**src/hw/rtl/lsr_pkg.sv**
```systemverilog
`default_nettype none

package lsr_pkg;

    localparam int CHAR_W   = 8;
    localparam int LABEL_W  = 7;
    localparam int ATOM_W   = CHAR_W + LABEL_W;
    localparam int COUNT_W  = 13;
    localparam int STATUS_W = 2;
    localparam int CFG_IDX_W = 3;
    localparam int CFG_DATA_W = 64;

    // register indexes of the configuration port
    localparam logic [CFG_IDX_W-1:0] CFG_PATTERN_CHARS  = 3'd0;
    localparam logic [CFG_IDX_W-1:0] CFG_PATTERN_LENGTH = 3'd1;
    localparam logic [CFG_IDX_W-1:0] CFG_REPL_LOW       = 3'd2;
    localparam logic [CFG_IDX_W-1:0] CFG_REPL_HIGH      = 3'd3;
    localparam logic [CFG_IDX_W-1:0] CFG_REPL_LENGTH    = 3'd4;
    localparam logic [CFG_IDX_W-1:0] CFG_OUTPUT_LIMIT   = 3'd5;

    localparam logic [STATUS_W-1:0] ST_OK       = 2'd0;
    localparam logic [STATUS_W-1:0] ST_EMPTY    = 2'd1;
    localparam logic [STATUS_W-1:0] ST_OVERFLOW = 2'd2;

    localparam logic [COUNT_W-1:0] LIMIT_RESET = 13'd4096;

    typedef struct packed {
        logic signed [LABEL_W-1:0] label;
        logic [CHAR_W-1:0]         chr;
    } atom_t;

    typedef struct packed {
        logic                      is_atom;
        logic [CHAR_W-1:0]         chr;
        logic signed [LABEL_W-1:0] label;
        logic                      last;
        logic [STATUS_W-1:0]       status;
        logic [COUNT_W-1:0]        count;
    } result_t;

    typedef struct packed {
        logic load;
        logic shift;
    } cell_ctrl_t;

endpackage

`default_nettype wire

```
**src/hw/rtl/lsr_cell.sv**
```systemverilog
`default_nettype none

module lsr_cell (
    input  wire logic                          clk,
    input  wire lsr_pkg::cell_ctrl_t           ctrl,
    input  wire lsr_pkg::atom_t                in_atom,
    input  wire lsr_pkg::atom_t                right_atom,
    input  wire logic [lsr_pkg::CHAR_W-1:0]    pat_char,
    output lsr_pkg::atom_t                     atom_q,
    output logic                               char_match
);

    lsr_pkg::atom_t atom_reg;
    lsr_pkg::atom_t atom_next;

    always_comb
    begin
        priority if (ctrl.load)
        begin
            atom_next = in_atom;
        end
        else if (ctrl.shift)
        begin
            atom_next = right_atom;
        end
        else
        begin
            atom_next = atom_reg;
        end
    end

    always_ff @(posedge clk)
    begin
        atom_reg <= atom_next;
    end

    assign atom_q     = atom_reg;
    assign char_match = (atom_reg.chr == pat_char);

endmodule

`default_nettype wire

```
**src/hw/rtl/lsr_out_fifo.sv**
```systemverilog
`default_nettype none

module lsr_out_fifo (
    input  wire logic             clk,
    input  wire logic             rst_n,
    input  wire logic             push,
    input  wire lsr_pkg::result_t push_data,
    output logic                  full,
    output logic                  m_valid,
    input  wire logic             m_ready,
    output lsr_pkg::result_t      m_data
);

    lsr_pkg::result_t entry_reg [2];
    logic             wr_ptr_reg, wr_ptr_next;
    logic             rd_ptr_reg, rd_ptr_next;
    logic [1:0]       cnt_reg, cnt_next;
    logic             pop;

    assign pop     = m_valid && m_ready;
    assign m_valid = (cnt_reg != 2'd0);
    assign full    = (cnt_reg == 2'd2);
    assign m_data  = entry_reg[rd_ptr_reg];

    always_comb
    begin
        wr_ptr_next = push ? ~wr_ptr_reg : wr_ptr_reg;
        rd_ptr_next = pop ? ~rd_ptr_reg : rd_ptr_reg;
        cnt_next    = cnt_reg + {1'b0, push} - {1'b0, pop};
    end

    always_ff @(posedge clk or negedge rst_n)
    begin
        if (!rst_n)
        begin
            wr_ptr_reg <= 1'b0;
            rd_ptr_reg <= 1'b0;
            cnt_reg    <= 2'd0;
        end
        else
        begin
            wr_ptr_reg <= wr_ptr_next;
            rd_ptr_reg <= rd_ptr_next;
            cnt_reg    <= cnt_next;
        end
    end

    always_ff @(posedge clk)
    begin
        if (push)
        begin
            entry_reg[wr_ptr_reg] <= push_data;
        end
    end

endmodule

`default_nettype wire

```
**src/hw/rtl/labeled_substring_replace.sv**
```systemverilog
// Leftmost, non-overlapping find-and-replace over a stream of labeled atoms.
// Input s_* carries one atom per item (tuser = carries_atom, tlast = end of
// text). Output m_* carries emitted atoms (tuser = 1) and one summary item
// per text (tuser = 0, tlast = 1) with status and emitted count.
// The window is a row of PATTERN_MAX cells that shift toward cell 0 as the
// oldest atom leaves; each cell compares its char with its pattern char.
// An atom that leaves the window is written into the 2-entry output queue
// when the item that pushed it out is accepted, and shows on m_* from there.
// Throughput: one item per cycle while no match occurs and the output queue
// has room. A match holds the input while the sequencer sends the
// replacement atoms (length capped at REPL_MAX; none when the replacement is
// empty or would overflow), one atom per cycle while the queue has room. End
// of text holds the input while the window is flushed and the summary sent.
// When m_tready is low the output queue fills and s_tready drops once it
// holds two results; nothing is lost. Configuration is taken at any time
// but must only be written between texts or while idle; a write of
// pattern_length empties the window.
// Reset restores the register defaults (pattern_length 1, output_limit 4096)
// and empties the window, count and overflow flag.
`default_nettype none

module labeled_substring_replace #(
    parameter int PATTERN_MAX = 8,
    parameter int REPL_MAX    = 8
) (
    input  wire logic        clk,
    input  wire logic        rst_n,
    input  wire logic        s_tvalid,
    output logic             s_tready,
    input  wire logic [15:0] s_tdata,   // atom_char [7:0], atom_label [14:8]
    input  wire logic        s_tuser,   // carries_atom
    input  wire logic        s_tlast,
    output logic             m_tvalid,
    input  wire logic        m_tready,
    output logic [31:0]      m_tdata,   // out_char [7:0], out_label [14:8],
                                        // status [16:15], out_count [29:17]
    output logic             m_tuser,   // is_atom
    output logic             m_tlast,
    input  wire logic        cfg_valid,
    output logic             cfg_ready,
    input  wire logic [2:0]  cfg_index,
    input  wire logic [63:0] cfg_data
);

    localparam int FW  = $clog2(PATTERN_MAX + 1);
    localparam int RKW = $clog2(REPL_MAX + 1);
    localparam int CW  = lsr_pkg::COUNT_W;

    localparam logic [1:0] MODE_IDLE    = 2'd0;
    localparam logic [1:0] MODE_REPL    = 2'd1;
    localparam logic [1:0] MODE_FLUSH   = 2'd2;
    localparam logic [1:0] MODE_SUMMARY = 2'd3;

    // configuration
    logic [63:0]   pat_chars_reg;
    logic [3:0]    pat_len_reg;
    logic [59:0]   repl_lo_reg;
    logic [59:0]   repl_hi_reg;
    logic [3:0]    repl_len_reg;
    logic [CW-1:0] limit_reg;
    logic          cfg_we;

    // text state
    logic [FW-1:0]  fill_reg, fill_next;
    logic [CW-1:0]  count_reg, count_next;
    logic           ovf_reg, ovf_next;
    logic [1:0]     mode_reg, mode_next;
    logic [RKW-1:0] rk_reg, rk_next;
    logic           eot_reg, eot_next;

    logic [FW-1:0]  plen;
    logic [FW-1:0]  fill_p1;
    logic [RKW-1:0] rn;
    logic           accept;
    logic           win_match;
    logic           emit_ok;
    logic           emit_ovf;
    logic           repl_fits;
    logic           go_repl;
    logic           fifo_full;
    logic           push;

    lsr_pkg::atom_t     in_atom;
    lsr_pkg::atom_t     pop_atom;
    lsr_pkg::atom_t     rep_atom;
    lsr_pkg::result_t   push_data;
    lsr_pkg::result_t   out_data;
    lsr_pkg::atom_t     cell_q     [PATTERN_MAX];
    lsr_pkg::atom_t     cell_right [PATTERN_MAX];
    lsr_pkg::cell_ctrl_t cell_ctrl [PATTERN_MAX];
    logic [PATTERN_MAX-1:0] cell_match;

    assign in_atom.chr   = s_tdata[7:0];
    assign in_atom.label = s_tdata[14:8];

    assign cfg_ready = 1'b1;
    assign cfg_we    = cfg_valid && cfg_ready;
    assign s_tready  = (mode_reg == MODE_IDLE) && !fifo_full;
    assign accept    = s_tvalid && s_tready;

    assign plen = (pat_len_reg > 4'(PATTERN_MAX)) ? FW'(PATTERN_MAX) : pat_len_reg[FW-1:0];
    assign rn   = (repl_len_reg > 4'(REPL_MAX)) ? RKW'(REPL_MAX) : repl_len_reg[RKW-1:0];
    assign fill_p1 = fill_reg + FW'(1);

    assign emit_ok   = !ovf_reg && (count_reg < limit_reg);
    assign emit_ovf  = !ovf_reg && !(count_reg < limit_reg);
    assign repl_fits = (({1'b0, count_reg} + (CW + 1)'(rn)) <= {1'b0, limit_reg});

    genvar gi;
    generate
        for (gi = 0; gi < PATTERN_MAX; gi++)
        begin : g_cell
            if (gi == PATTERN_MAX - 1)
            begin : g_end
                assign cell_right[gi] = in_atom;
            end
            else
            begin : g_mid
                assign cell_right[gi] = cell_q[gi + 1];
            end

            lsr_cell u_cell (
                .clk        (clk),
                .ctrl       (cell_ctrl[gi]),
                .in_atom    (in_atom),
                .right_atom (cell_right[gi]),
                .pat_char   (pat_chars_reg[8*gi +: 8]),
                .atom_q     (cell_q[gi]),
                .char_match (cell_match[gi])
            );
        end
    endgenerate

    // window holds fill atoms; the incoming one completes it at slot fill
    always_comb
    begin
        win_match = 1'b1;
        for (int k = 0; k < PATTERN_MAX; k++)
        begin
            if ((FW'(k) < fill_reg) && !cell_match[k])
            begin
                win_match = 1'b0;
            end
            if ((FW'(k) == fill_reg) && (in_atom.chr != pat_chars_reg[8*k +: 8]))
            begin
                win_match = 1'b0;
            end
        end
    end

    always_comb
    begin
        rep_atom = '0;
        for (int k = 0; k < REPL_MAX; k++)
        begin
            if (RKW'(k) == rk_reg)
            begin
                rep_atom = (k < 4) ? lsr_pkg::atom_t'(repl_lo_reg[15*(k%4) +: 15])
                                   : lsr_pkg::atom_t'(repl_hi_reg[15*(k%4) +: 15]);
            end
        end
    end

    assign pop_atom = (fill_reg == '0) ? in_atom : cell_q[0];

    always_comb
    begin
        fill_next  = fill_reg;
        count_next = count_reg;
        ovf_next   = ovf_reg;
        mode_next  = mode_reg;
        rk_next    = rk_reg;
        eot_next   = eot_reg;
        go_repl    = 1'b0;
        push       = 1'b0;
        push_data  = '0;
        for (int i = 0; i < PATTERN_MAX; i++)
        begin
            cell_ctrl[i] = '0;
        end

        unique case (mode_reg)
            MODE_IDLE:
            begin
                if (accept)
                begin
                    if (s_tuser && (plen != '0))
                    begin
                        if (fill_p1 == plen)
                        begin
                            if (win_match)
                            begin
                                fill_next = '0;
                                if (!ovf_reg)
                                begin
                                    if (!repl_fits)
                                    begin
                                        ovf_next = 1'b1;
                                    end
                                    else if (rn != '0)
                                    begin
                                        go_repl   = 1'b1;
                                        mode_next = MODE_REPL;
                                        rk_next   = '0;
                                    end
                                end
                            end
                            else
                            begin
                                // drop the oldest atom out, new one lands at fill - 1
                                for (int i = 0; i < PATTERN_MAX; i++)
                                begin
                                    cell_ctrl[i].shift = 1'b1;
                                    cell_ctrl[i].load  = (FW'(i + 1) == fill_reg);
                                end
                                if (emit_ok)
                                begin
                                    push            = 1'b1;
                                    push_data.is_atom = 1'b1;
                                    push_data.chr   = pop_atom.chr;
                                    push_data.label = pop_atom.label;
                                    push_data.count = count_reg + CW'(1);
                                    count_next      = count_reg + CW'(1);
                                end
                                else if (emit_ovf)
                                begin
                                    ovf_next = 1'b1;
                                end
                            end
                        end
                        else
                        begin
                            for (int i = 0; i < PATTERN_MAX; i++)
                            begin
                                cell_ctrl[i].load = (FW'(i) == fill_reg);
                            end
                            fill_next = fill_p1;
                        end
                    end
                    eot_next = s_tlast;
                    if (s_tlast && !go_repl)
                    begin
                        mode_next = (fill_next != '0) ? MODE_FLUSH : MODE_SUMMARY;
                    end
                end
            end

            MODE_REPL:
            begin
                if (!fifo_full)
                begin
                    push              = 1'b1;
                    push_data.is_atom = 1'b1;
                    push_data.chr     = rep_atom.chr;
                    push_data.label   = rep_atom.label;
                    push_data.count   = count_reg + CW'(1);
                    count_next        = count_reg + CW'(1);
                    rk_next           = rk_reg + RKW'(1);
                    if (rk_reg == rn - RKW'(1))
                    begin
                        mode_next = eot_reg ? MODE_SUMMARY : MODE_IDLE;
                    end
                end
            end

            MODE_FLUSH:
            begin
                if (!fifo_full)
                begin
                    for (int i = 0; i < PATTERN_MAX; i++)
                    begin
                        cell_ctrl[i].shift = 1'b1;
                    end
                    fill_next = fill_reg - FW'(1);
                    if (emit_ok)
                    begin
                        push              = 1'b1;
                        push_data.is_atom = 1'b1;
                        push_data.chr     = cell_q[0].chr;
                        push_data.label   = cell_q[0].label;
                        push_data.count   = count_reg + CW'(1);
                        count_next        = count_reg + CW'(1);
                    end
                    else if (emit_ovf)
                    begin
                        ovf_next = 1'b1;
                    end
                    if (fill_reg == FW'(1))
                    begin
                        mode_next = MODE_SUMMARY;
                    end
                end
            end

            MODE_SUMMARY:
            begin
                if (!fifo_full)
                begin
                    push           = 1'b1;
                    push_data.last = 1'b1;
                    if (plen == '0)
                    begin
                        push_data.status = lsr_pkg::ST_EMPTY;
                        push_data.count  = '0;
                    end
                    else
                    begin
                        push_data.status = ovf_reg ? lsr_pkg::ST_OVERFLOW : lsr_pkg::ST_OK;
                        push_data.count  = count_reg;
                    end
                    count_next = '0;
                    ovf_next   = 1'b0;
                    fill_next  = '0;
                    eot_next   = 1'b0;
                    mode_next  = MODE_IDLE;
                end
            end

            default:
            begin
                mode_next = MODE_IDLE;
            end
        endcase

        // a new pattern length empties the window
        if (cfg_we && (cfg_index == lsr_pkg::CFG_PATTERN_LENGTH))
        begin
            fill_next = '0;
        end
    end

    always_ff @(posedge clk or negedge rst_n)
    begin
        if (!rst_n)
        begin
            pat_chars_reg <= '0;
            pat_len_reg   <= 4'd1;
            repl_lo_reg   <= '0;
            repl_hi_reg   <= '0;
            repl_len_reg  <= '0;
            limit_reg     <= lsr_pkg::LIMIT_RESET;
        end
        else if (cfg_we)
        begin
            unique case (cfg_index)
                lsr_pkg::CFG_PATTERN_CHARS:  pat_chars_reg <= cfg_data;
                lsr_pkg::CFG_PATTERN_LENGTH: pat_len_reg   <= cfg_data[3:0];
                lsr_pkg::CFG_REPL_LOW:       repl_lo_reg   <= cfg_data[59:0];
                lsr_pkg::CFG_REPL_HIGH:      repl_hi_reg   <= cfg_data[59:0];
                lsr_pkg::CFG_REPL_LENGTH:    repl_len_reg  <= cfg_data[3:0];
                lsr_pkg::CFG_OUTPUT_LIMIT:   limit_reg     <= cfg_data[CW-1:0];
                default:
                begin
                end
            endcase
        end
    end

    always_ff @(posedge clk or negedge rst_n)
    begin
        if (!rst_n)
        begin
            fill_reg  <= '0;
            count_reg <= '0;
            ovf_reg   <= 1'b0;
            mode_reg  <= MODE_IDLE;
            rk_reg    <= '0;
            eot_reg   <= 1'b0;
        end
        else
        begin
            fill_reg  <= fill_next;
            count_reg <= count_next;
            ovf_reg   <= ovf_next;
            mode_reg  <= mode_next;
            rk_reg    <= rk_next;
            eot_reg   <= eot_next;
        end
    end

    lsr_out_fifo u_out_fifo (
        .clk       (clk),
        .rst_n     (rst_n),
        .push      (push),
        .push_data (push_data),
        .full      (fifo_full),
        .m_valid   (m_tvalid),
        .m_ready   (m_tready),
        .m_data    (out_data)
    );

    assign m_tdata = {2'b00, out_data.count, out_data.status, out_data.label, out_data.chr};
    assign m_tuser = out_data.is_atom;
    assign m_tlast = out_data.last;

    a_fill_below_plen: assert property (@(posedge clk) disable iff (!rst_n)
        (fill_reg == '0) || (fill_reg < plen))
        else $error("window fill reached pattern length");

    a_repl_index: assert property (@(posedge clk) disable iff (!rst_n)
        (mode_reg == MODE_REPL) |-> ((rn != '0) && (rk_reg < rn) && (fill_reg == '0)))
        else $error("replacement sequencer out of range");

    a_flush_nonempty: assert property (@(posedge clk) disable iff (!rst_n)
        (mode_reg == MODE_FLUSH) |-> (fill_reg != '0))
        else $error("flush with empty window");

    a_summary_clears: assert property (@(posedge clk) disable iff (!rst_n)
        (push && push_data.last) |=> ((count_reg == '0) && !ovf_reg && (mode_reg == MODE_IDLE)))
        else $error("text state not cleared after summary");

endmodule

`default_nettype wire
```
**config.mk**
```make
export PLATFORM = sky130hd
export DESIGN_NAME = labeled_substring_replace
export DESIGN_NICKNAME = d
export VERILOG_FILES = /design/src/hw/rtl/lsr_pkg.sv /design/src/hw/rtl/lsr_cell.sv /design/src/hw/rtl/lsr_out_fifo.sv /design/src/hw/rtl/labeled_substring_replace.sv
export SDC_FILE = /design/constraint.sdc
export NUM_CORES = 1
export LEC_CHECK = 0
export ABC_AREA = 0
export BUFFER_PORTS_ARGS = -buffer_cell sky130_fd_sc_hd__buf_2
export CORE_UTILIZATION = 40
export DETAILED_ROUTE_END_ITERATION = 16
export PLACE_DENSITY_LB_ADDON = 0.05
export SLEW_MARGIN = 10
export SYNTH_ARGS = -nofsm -noshare
export SYNTH_HDL_FRONTEND = slang
export SYNTH_SLANG_ARGS = --single-unit
export TNS_END_PERCENT = 5
```
**constraint.sdc**
```tcl
create_clock -name clk -period 4.9 [get_ports clk]
set_clock_uncertainty 0.15 [all_clocks]
set_input_delay 0.98 -clock clk [delete_from_list [all_inputs] [get_ports clk]]
set_output_delay 0.98 -clock clk [all_outputs]
set_load 0.05 [all_outputs]
```
**Word-level counts from Yosys, hierarchy flattened**

Memory sizes are Yosys's and may differ from the RTL's.
Index checks and enable logic that the tools add are counted.

- Register bits: 354
- Bits in writable memories: 64
- Bits of input ports: 90
- Output and inout bits: 37
- Logic and storage cells: 363
- Memories kept: 1

Memory list:

| memory | words | bits a word | rd ports | clocked after Yosys merged registers in | wr ports | RTL line | source |
|---|---|---|---|---|---|---|---|
| u_out_fifo.entry_reg | 2 | 32 | 1 | 0 | 1 | lsr_out_fifo.sv:14 | `lsr_pkg::result_t entry_reg [2];` |

- Add/subtract/negate cells: 8
- Magnitude comparators: 12
- Eq/ne operators: 65
- Mux-type cells: 174
- Bitwise operators: 2
- Reduce and logical (&&, ||, !) cells: 70

Operators by type and width:

| kind | number |
|---|---|
| 15-bit two-way mux | 26 |
| 13-bit two-way mux | 15 |
| 16-bit two-way mux | 12 |
| 13-bit case mux with 4 select lines | 2 |
| 4-bit two-way mux | 19 |
| 1-bit two-way mux | 69 |
| 8-bit == test | 8 |
| 8-bit inequality test | 8 |
| 16-bit case mux with 3 select lines | 1 |
| 3-bit by 4-bit == test with 1-bit output, first input constant | 8 |
| 2-bit two-way mux | 15 |
| 1-bit logical AND | 24 |
| 2-bit nonzero test | 11 |
| 2-bit inequality test, second input constant | 10 |
| 1-bit case mux with 2 select lines | 9 |
| 2-bit by 4-bit == test with 1-bit output, first input constant | 4 |
| 3-bit by 4-bit < comparator with 1-bit output, first input constant | 4 |
| 4-bit nonzero test | 4 |
| 13-bit by 4-bit adder with 14-bit output | 1 |
| 14-bit by 13-bit <= comparator with 1-bit output | 1 |
| 13-bit by 1-bit adder with 13-bit output, second input constant | 1 |
| 13-bit < comparator | 1 |
| 1-bit zero test | 12 |
| 4-bit zero test | 3 |
| 37 further kinds | 63 |

**Logic depth before layout (Yosys ltp)**

- Depth in word-level cells: 29
- Mapped depth: 19
- Gate-level depth less buffers: 19

**Hierarchy**

A second synthesis with hierarchy kept.

- Cell total of the unflattened synthesis: 1632
- Area total of the unflattened synthesis: 21699.6 um2

By module, submodules not included:

| module | instances | cells an instance | area each (um2) | sequential area each (um2) |
|---|---|---|---|---|
| labeled_substring_replace | 1 | 1163 | 12821.0 | 5758.0 |
| lsr_cell | 8 | 44 | 777.0 | 450.4 |
| lsr_out_fifo | 1 | 117 | 2662.6 | 2021.9 |

**Worst setup path after synthesis**

Ideal clock, no wire load.

- Path kind: register to register
- Start point: register u_out_fifo.cnt_reg[1]
- End point: memory u_out_fifo.entry_reg[0][0] (netlist name) (enable)
- Setup time: 0.425 ns
- Data arrival time: 4.506 ns
- Required time: 4.325 ns
- Path slack: -0.181 ns
- Stages on the path, launching flop included: 9
- Buffers on the path: 1
- Clock period less this slack: 5.081 ns
- Path through: dfrtp_1 -> nor2b_1 -> clkbuf_1 -> nor3_1 -> nand2_1 -> nor2_1 -> o211ai_2 -> o22ai_1 -> nor2b_1

- Word-level cells in the longest chain between the ends: 8
- Elaborated cells between the ends (all ways): 10
- Those cells by class: 1 x eq/ne; 6 x mux; 3 x reduce/logical

Ends and longest elaborated chain:

| what | RTL line | source |
|---|---|---|
| from (decl) | lsr_out_fifo.sv:17 | `logic [1:0] cnt_reg, cnt_next;` |
| from (signal assigned) | lsr_out_fifo.sv:44 | `cnt_reg <= cnt_next;` |
| 2-bit == test | lsr_out_fifo.sv:22 | `assign full = (cnt_reg == 2'd2);` |
| 1-bit zero test | - |  |
| 1-bit logical AND | labeled_substring_replace.sv:98 | `assign s_tready = (mode_reg == MODE_IDLE) && !fifo_full;` |
| via s_tready | labeled_substring_replace.sv:29 | `output logic s_tready,` |
| 1-bit logical AND | labeled_substring_replace.sv:99 | `assign accept = s_tvalid && s_tready;` |
| 1-bit two-way mux | labeled_substring_replace.sv:185 | `if (accept)` |
| 1-bit case mux with 3 select lines | labeled_substring_replace.sv:182 | `unique case (mode_reg)` |
| 1-bit two-way mux | lsr_out_fifo.sv:50 | `if (push)` |
| 1-bit two-way mux (not written as such) | lsr_out_fifo.sv:52 | `entry_reg[wr_ptr_reg] <= push_data;` |
| to (decl) | lsr_out_fifo.sv:14 |  |

The timed path passes the listed nets, and every way through them passes these cells.

==> impl_summary.log <==
[metrics] maximum clock frequency: between 200 and 250 MHz
[metrics] Primary FF master, synth: sky130_fd_sc_hd__dfrtp_1
[metrics] CTS-repair resized insts: 0
[metrics] Routed WL: between 60000 and 70000 µm
[metrics] via count of the first global-routing pass: roughly 14000
[metrics] CP arrival: between 4 and 5 ns
[metrics] placer congestion estimate: roughly 0.88
[metrics] CTS hold repair buffers: 0
[metrics] count of input and output buffers: 122
[metrics] Netlist Area Pre-Place: 21100 µm²
[metrics] height of the die: between 200 and 250 µm
[metrics] leading area contributor after synthesis: sky130_fd_sc_hd__dfrtp_1
[metrics] first-pass GRT wire length: 91100 µm
[metrics] largest net degree at the start of global routing: 99
[metrics] cell types occupying the most area after synthesis: sky130_fd_sc_hd__dfrtp_1 28%, sky130_fd_sc_hd__edfxtp_1 26%, sky130_fd_sc_hd__mux2_2 17%, sky130_fd_sc_hd__xor2_1 3.9%, sky130_fd_sc_hd__xnor2_1 2.5%
[metrics] crit end category: flip-flop
[metrics] CTS tree: built
[metrics] estimated wirelength of the detail-placed design: 44100 µm
[metrics] r2r setup slk: ~0.45 ns
[metrics] count of distinct cell types in the synthesized netlist: between 70 and 80
[metrics] CTS sink cnt: 418
[metrics] Cell Rows: 83
[metrics] total number of vias: around 14000
[metrics] Pleak: between 9 and 10 nW
[metrics] flip-flop count of the largest register after layout: between 100 and 150
[metrics] Clock transition at path regs: 0.06 ns
[metrics] antenna violations before repair: 0
[metrics] layout overhead on the synthesized area: 14.4%
[metrics] time the worst path needs with I/O delays and setup: 4.45 ns
[metrics] floorplan die area: between 50000 and 60000 µm²
[metrics] VDD IR max: approximately 0.00028 V
[metrics] mean post-synth cell area: between 10 and 15 µm²
[metrics] summed area of non-filler cells in the final layout: between 20000 and 25000 µm²
[metrics] transition time at the pin with the least slew margin: 1.09 ns
[metrics] Finish-stage setup viols: 0
[metrics] proportion of layout cells with a drive suffix above 1: 0.341
[metrics] GRT Residual Overflow: 0
[metrics] clock root buffer: sky130_fd_sc_hd__clkbuf_16
[metrics] Async S/R FF share, synth: 0.560
[metrics] H-tree depth: 2
[metrics] DRC errors left: 0
[metrics] type of the most critical hold path: in2async
[metrics] number of nets in the finished design: 1885
[metrics] 1st-iter DRT viols: 766
[metrics] source-to-sink clock delay at the later pin of the worst-skew pair: slightly below 0.6 ns
[metrics] area fraction of the dominant cell type after synthesis: 0.275
[metrics] biggest fanout along the worst timing path: 15
[metrics] post-detailed-route wirelength per cell: 24.6 µm
[metrics] required time of the critical path: 5.06 ns
[metrics] Sw Pwr: between 5 and 6 mW
[metrics] power per cell area: between 600 and 700 nW/µm²
[metrics] Max Transition Viols Final: 0
[metrics] final period utilization: 0.909
[metrics] portion of total power attributed to the clock network: 0.244
[metrics] global router's overall resource usage: 0.230
[metrics] setup TNS: 0 ns
[metrics] sequential-to-total area share from yosys stat: 0.540
[metrics] number of buffers created by CTS: 47
[metrics] number of maximum-capacitance violations: 0
[metrics] critical path start-end classification: reg2reg
[metrics] Worst setup SP type: flip-flop
[metrics] Rel. slew slack: 0.269
[metrics] core region area: between 50000 and 60000 µm²
[metrics] post-detailed-placement cell area: roughly 23000 µm²
[metrics] Internal Pwr Total: approximately 9.3 mW
[metrics] initial cell density of the core: 0.408
[metrics] number of primary I/O pins: about 130
[metrics] count of yosys warnings during synthesis: 0
[metrics] die width: 232 µm
[metrics] count of mapped cells out of synthesis: roughly 1600
[metrics] outcome: complete, no violations
[metrics] number of setup buffers added after CTS: 0
[metrics] post-synthesis register bit count: between 400 and 500
[metrics] number of flops mapped to enable cells by yosys: between 150 and 200
[metrics] Gate power share: 0.341
[metrics] number of buffers on the longest clock path: 3
[metrics] ANT nets after route: 0
[metrics] fraction of power spent switching nets: 0.361
[metrics] number of iterations in the first detailed-routing pass: 5
[metrics] RSZ-0062 raised after global routing: no
[metrics] post-detailed-route via-to-cell ratio: 5.55
[metrics] Sequential Power Share: 0.415
[metrics] number of hold-slack violations in the final timing report: 0
[power groups by stage]
stage	registers [mW]	logic, mW	clock network (mW)
after floorplan	5.67	3.78	0
final	6.03	4.96	3.55
after global routing	6.16	5.43	3.78
after detailed placement	6.11	4.98	0
after global placement	6.08	4.90	0
after CTS	6.05	5.01	3.65
[metrics by stage]
stage / power (mW) / hold WS (ns) / worst slack, ns / std cells / util
after floorplan: 9.45 / 0.323 / 0.396 / 1623 / -
after global placement: 11.0 / 0.332 / 0.116 / 2383 / 0.436
after detailed placement: 11.1 / 0.338 / 0.0391 / 2383 / 0.436
after CTS: 14.7 / 0.296 / 0.507 / 2470 / 0.466
after global routing: 15.4 / 0.319 / 0.234 / 2470 / 0.466
final: 14.5 / 0.266 / 0.447 / 2471 / 0.466
[synthesized netlist by cell type, types with 11 or more instances]
master,number
sky130_fd_sc_hd__a22oi_1,17
sky130_fd_sc_hd__nand4_1,16
sky130_fd_sc_hd__xor2_1,93
sky130_fd_sc_hd__a221o_1,30
sky130_fd_sc_hd__dfrtp_1,232
sky130_fd_sc_hd__a21oi_1,29
sky130_fd_sc_hd__nand2_1,66
sky130_fd_sc_hd__o22ai_1,17
sky130_fd_sc_hd__nand3_1,39
sky130_fd_sc_hd__o21ai_0,43
sky130_fd_sc_hd__xnor2_1,61
sky130_fd_sc_hd__ha_1,42
sky130_fd_sc_hd__o211ai_1,43
sky130_fd_sc_hd__buf_2,19
sky130_fd_sc_hd__edfxtp_1,184
sky130_fd_sc_hd__nor4_1,22
sky130_fd_sc_hd__a211oi_1,15
sky130_fd_sc_hd__mux2_2,327
sky130_fd_sc_hd__nor2_1,47
sky130_fd_sc_hd__nor3_1,15
sky130_fd_sc_hd__and3_1,11
sky130_fd_sc_hd__inv_1,45
sky130_fd_sc_hd__clkbuf_1,57
[worst max-delay path, stage by stage, from the launching register on]
cell and delay, ns:
sky130_fd_sc_hd__dfrtp_1 0.63, sky130_fd_sc_hd__inv_1 0.17, sky130_fd_sc_hd__ha_1 0.36, sky130_fd_sc_hd__and2_1 0.31, sky130_fd_sc_hd__o21ai_0 0.13, sky130_fd_sc_hd__and3_1 0.22
sky130_fd_sc_hd__nand3_1 0.35, sky130_fd_sc_hd__a21o_1 0.43, sky130_fd_sc_hd__nor2_1 0.88, sky130_fd_sc_hd__inv_1 0.23, sky130_fd_sc_hd__a22o_1 0.32
[cells by family (layout without fill, tap and decap cells)]
group | after synthesis | count (layout) | synth area share
flip-flops | 418 | 418 | 0.540
adder cells (fa/ha/maj) | 43 | 43 | 0.0259
other | 2 | 4 | 0.000356
AO/OA/AOI/OAI | 247 | 247 | 0.0871
XOR/XNOR | 155 | 155 | 0.0651
AND/OR/NAND/NOR | 268 | 268 | 0.0656
multiplexers | 346 | 346 | 0.186
buffers and inverters | 143 | 310 | 0.0300
[layout make-up]
class	count	area (µm²)
multi-input combinational	1062	9100
timing repair buffer	178	1070
clock inverter	17	201
clock buffer	70	1340
fill	4768	27600
antenna	1	2.50
sequential	418	11400
inverter	45	169
tap	680	851
[per-layer routing]
metal	part of all wire	routed length (µm)	global-route usage
met5	0.0035	215	0.0294
met4	0.026	1610	0.0736
met3	0.042	2550	0.0333
met2	0.49	29700	0.387
met1	0.44	26700	0.303
[worst paths after layout]
path / depth (start not counted) / endpoint / from
max reg2reg: 10 / u_out_fifo.entry_reg[1][1]$_DFFE_PP_ / fill_reg[0]$_DFFE_PN0P_
max: 10 / u_out_fifo.entry_reg[1][1]$_DFFE_PP_ / fill_reg[0]$_DFFE_PN0P_
min: 1 / repl_lo_reg[17]$_DFFE_PN0P_ / rst_n
min reg2reg: 1 / repl_hi_reg[20]$_DFFE_PN0P_ / repl_hi_reg[20]$_DFFE_PN0P_
min in group clk: 1 / repl_hi_reg[20]$_DFFE_PN0P_ / repl_hi_reg[20]$_DFFE_PN0P_
max in group asynchronous: 2 / pat_chars_reg[46]$_DFFE_PN0P_ / rst_n
[cells in the final DEF, fill, tap and decap left out, drive strengths merged, types with 11 or more instances in the layout]
cell type	Yosys	final
mux2	342	342
dfrtp	232	232
edfxtp	184	184
buf	41	178
xor2	93	93
clkbuf	57	70
nand2	67	67
xnor2	61	61
nor2	48	48
inv	45	46
o21ai	46	46
o211ai	44	44
ha	42	42
nand3	39	39
a221o	30	30
a21oi	30	30
nor4	24	24
a22oi	17	17
o22ai	17	17
nand4	17	17
nor3	15	15
a211oi	15	15
and2	12	12
clkinv	0	12
and3	11	11
Note: power is estimated with default switching activity, not from simulation.
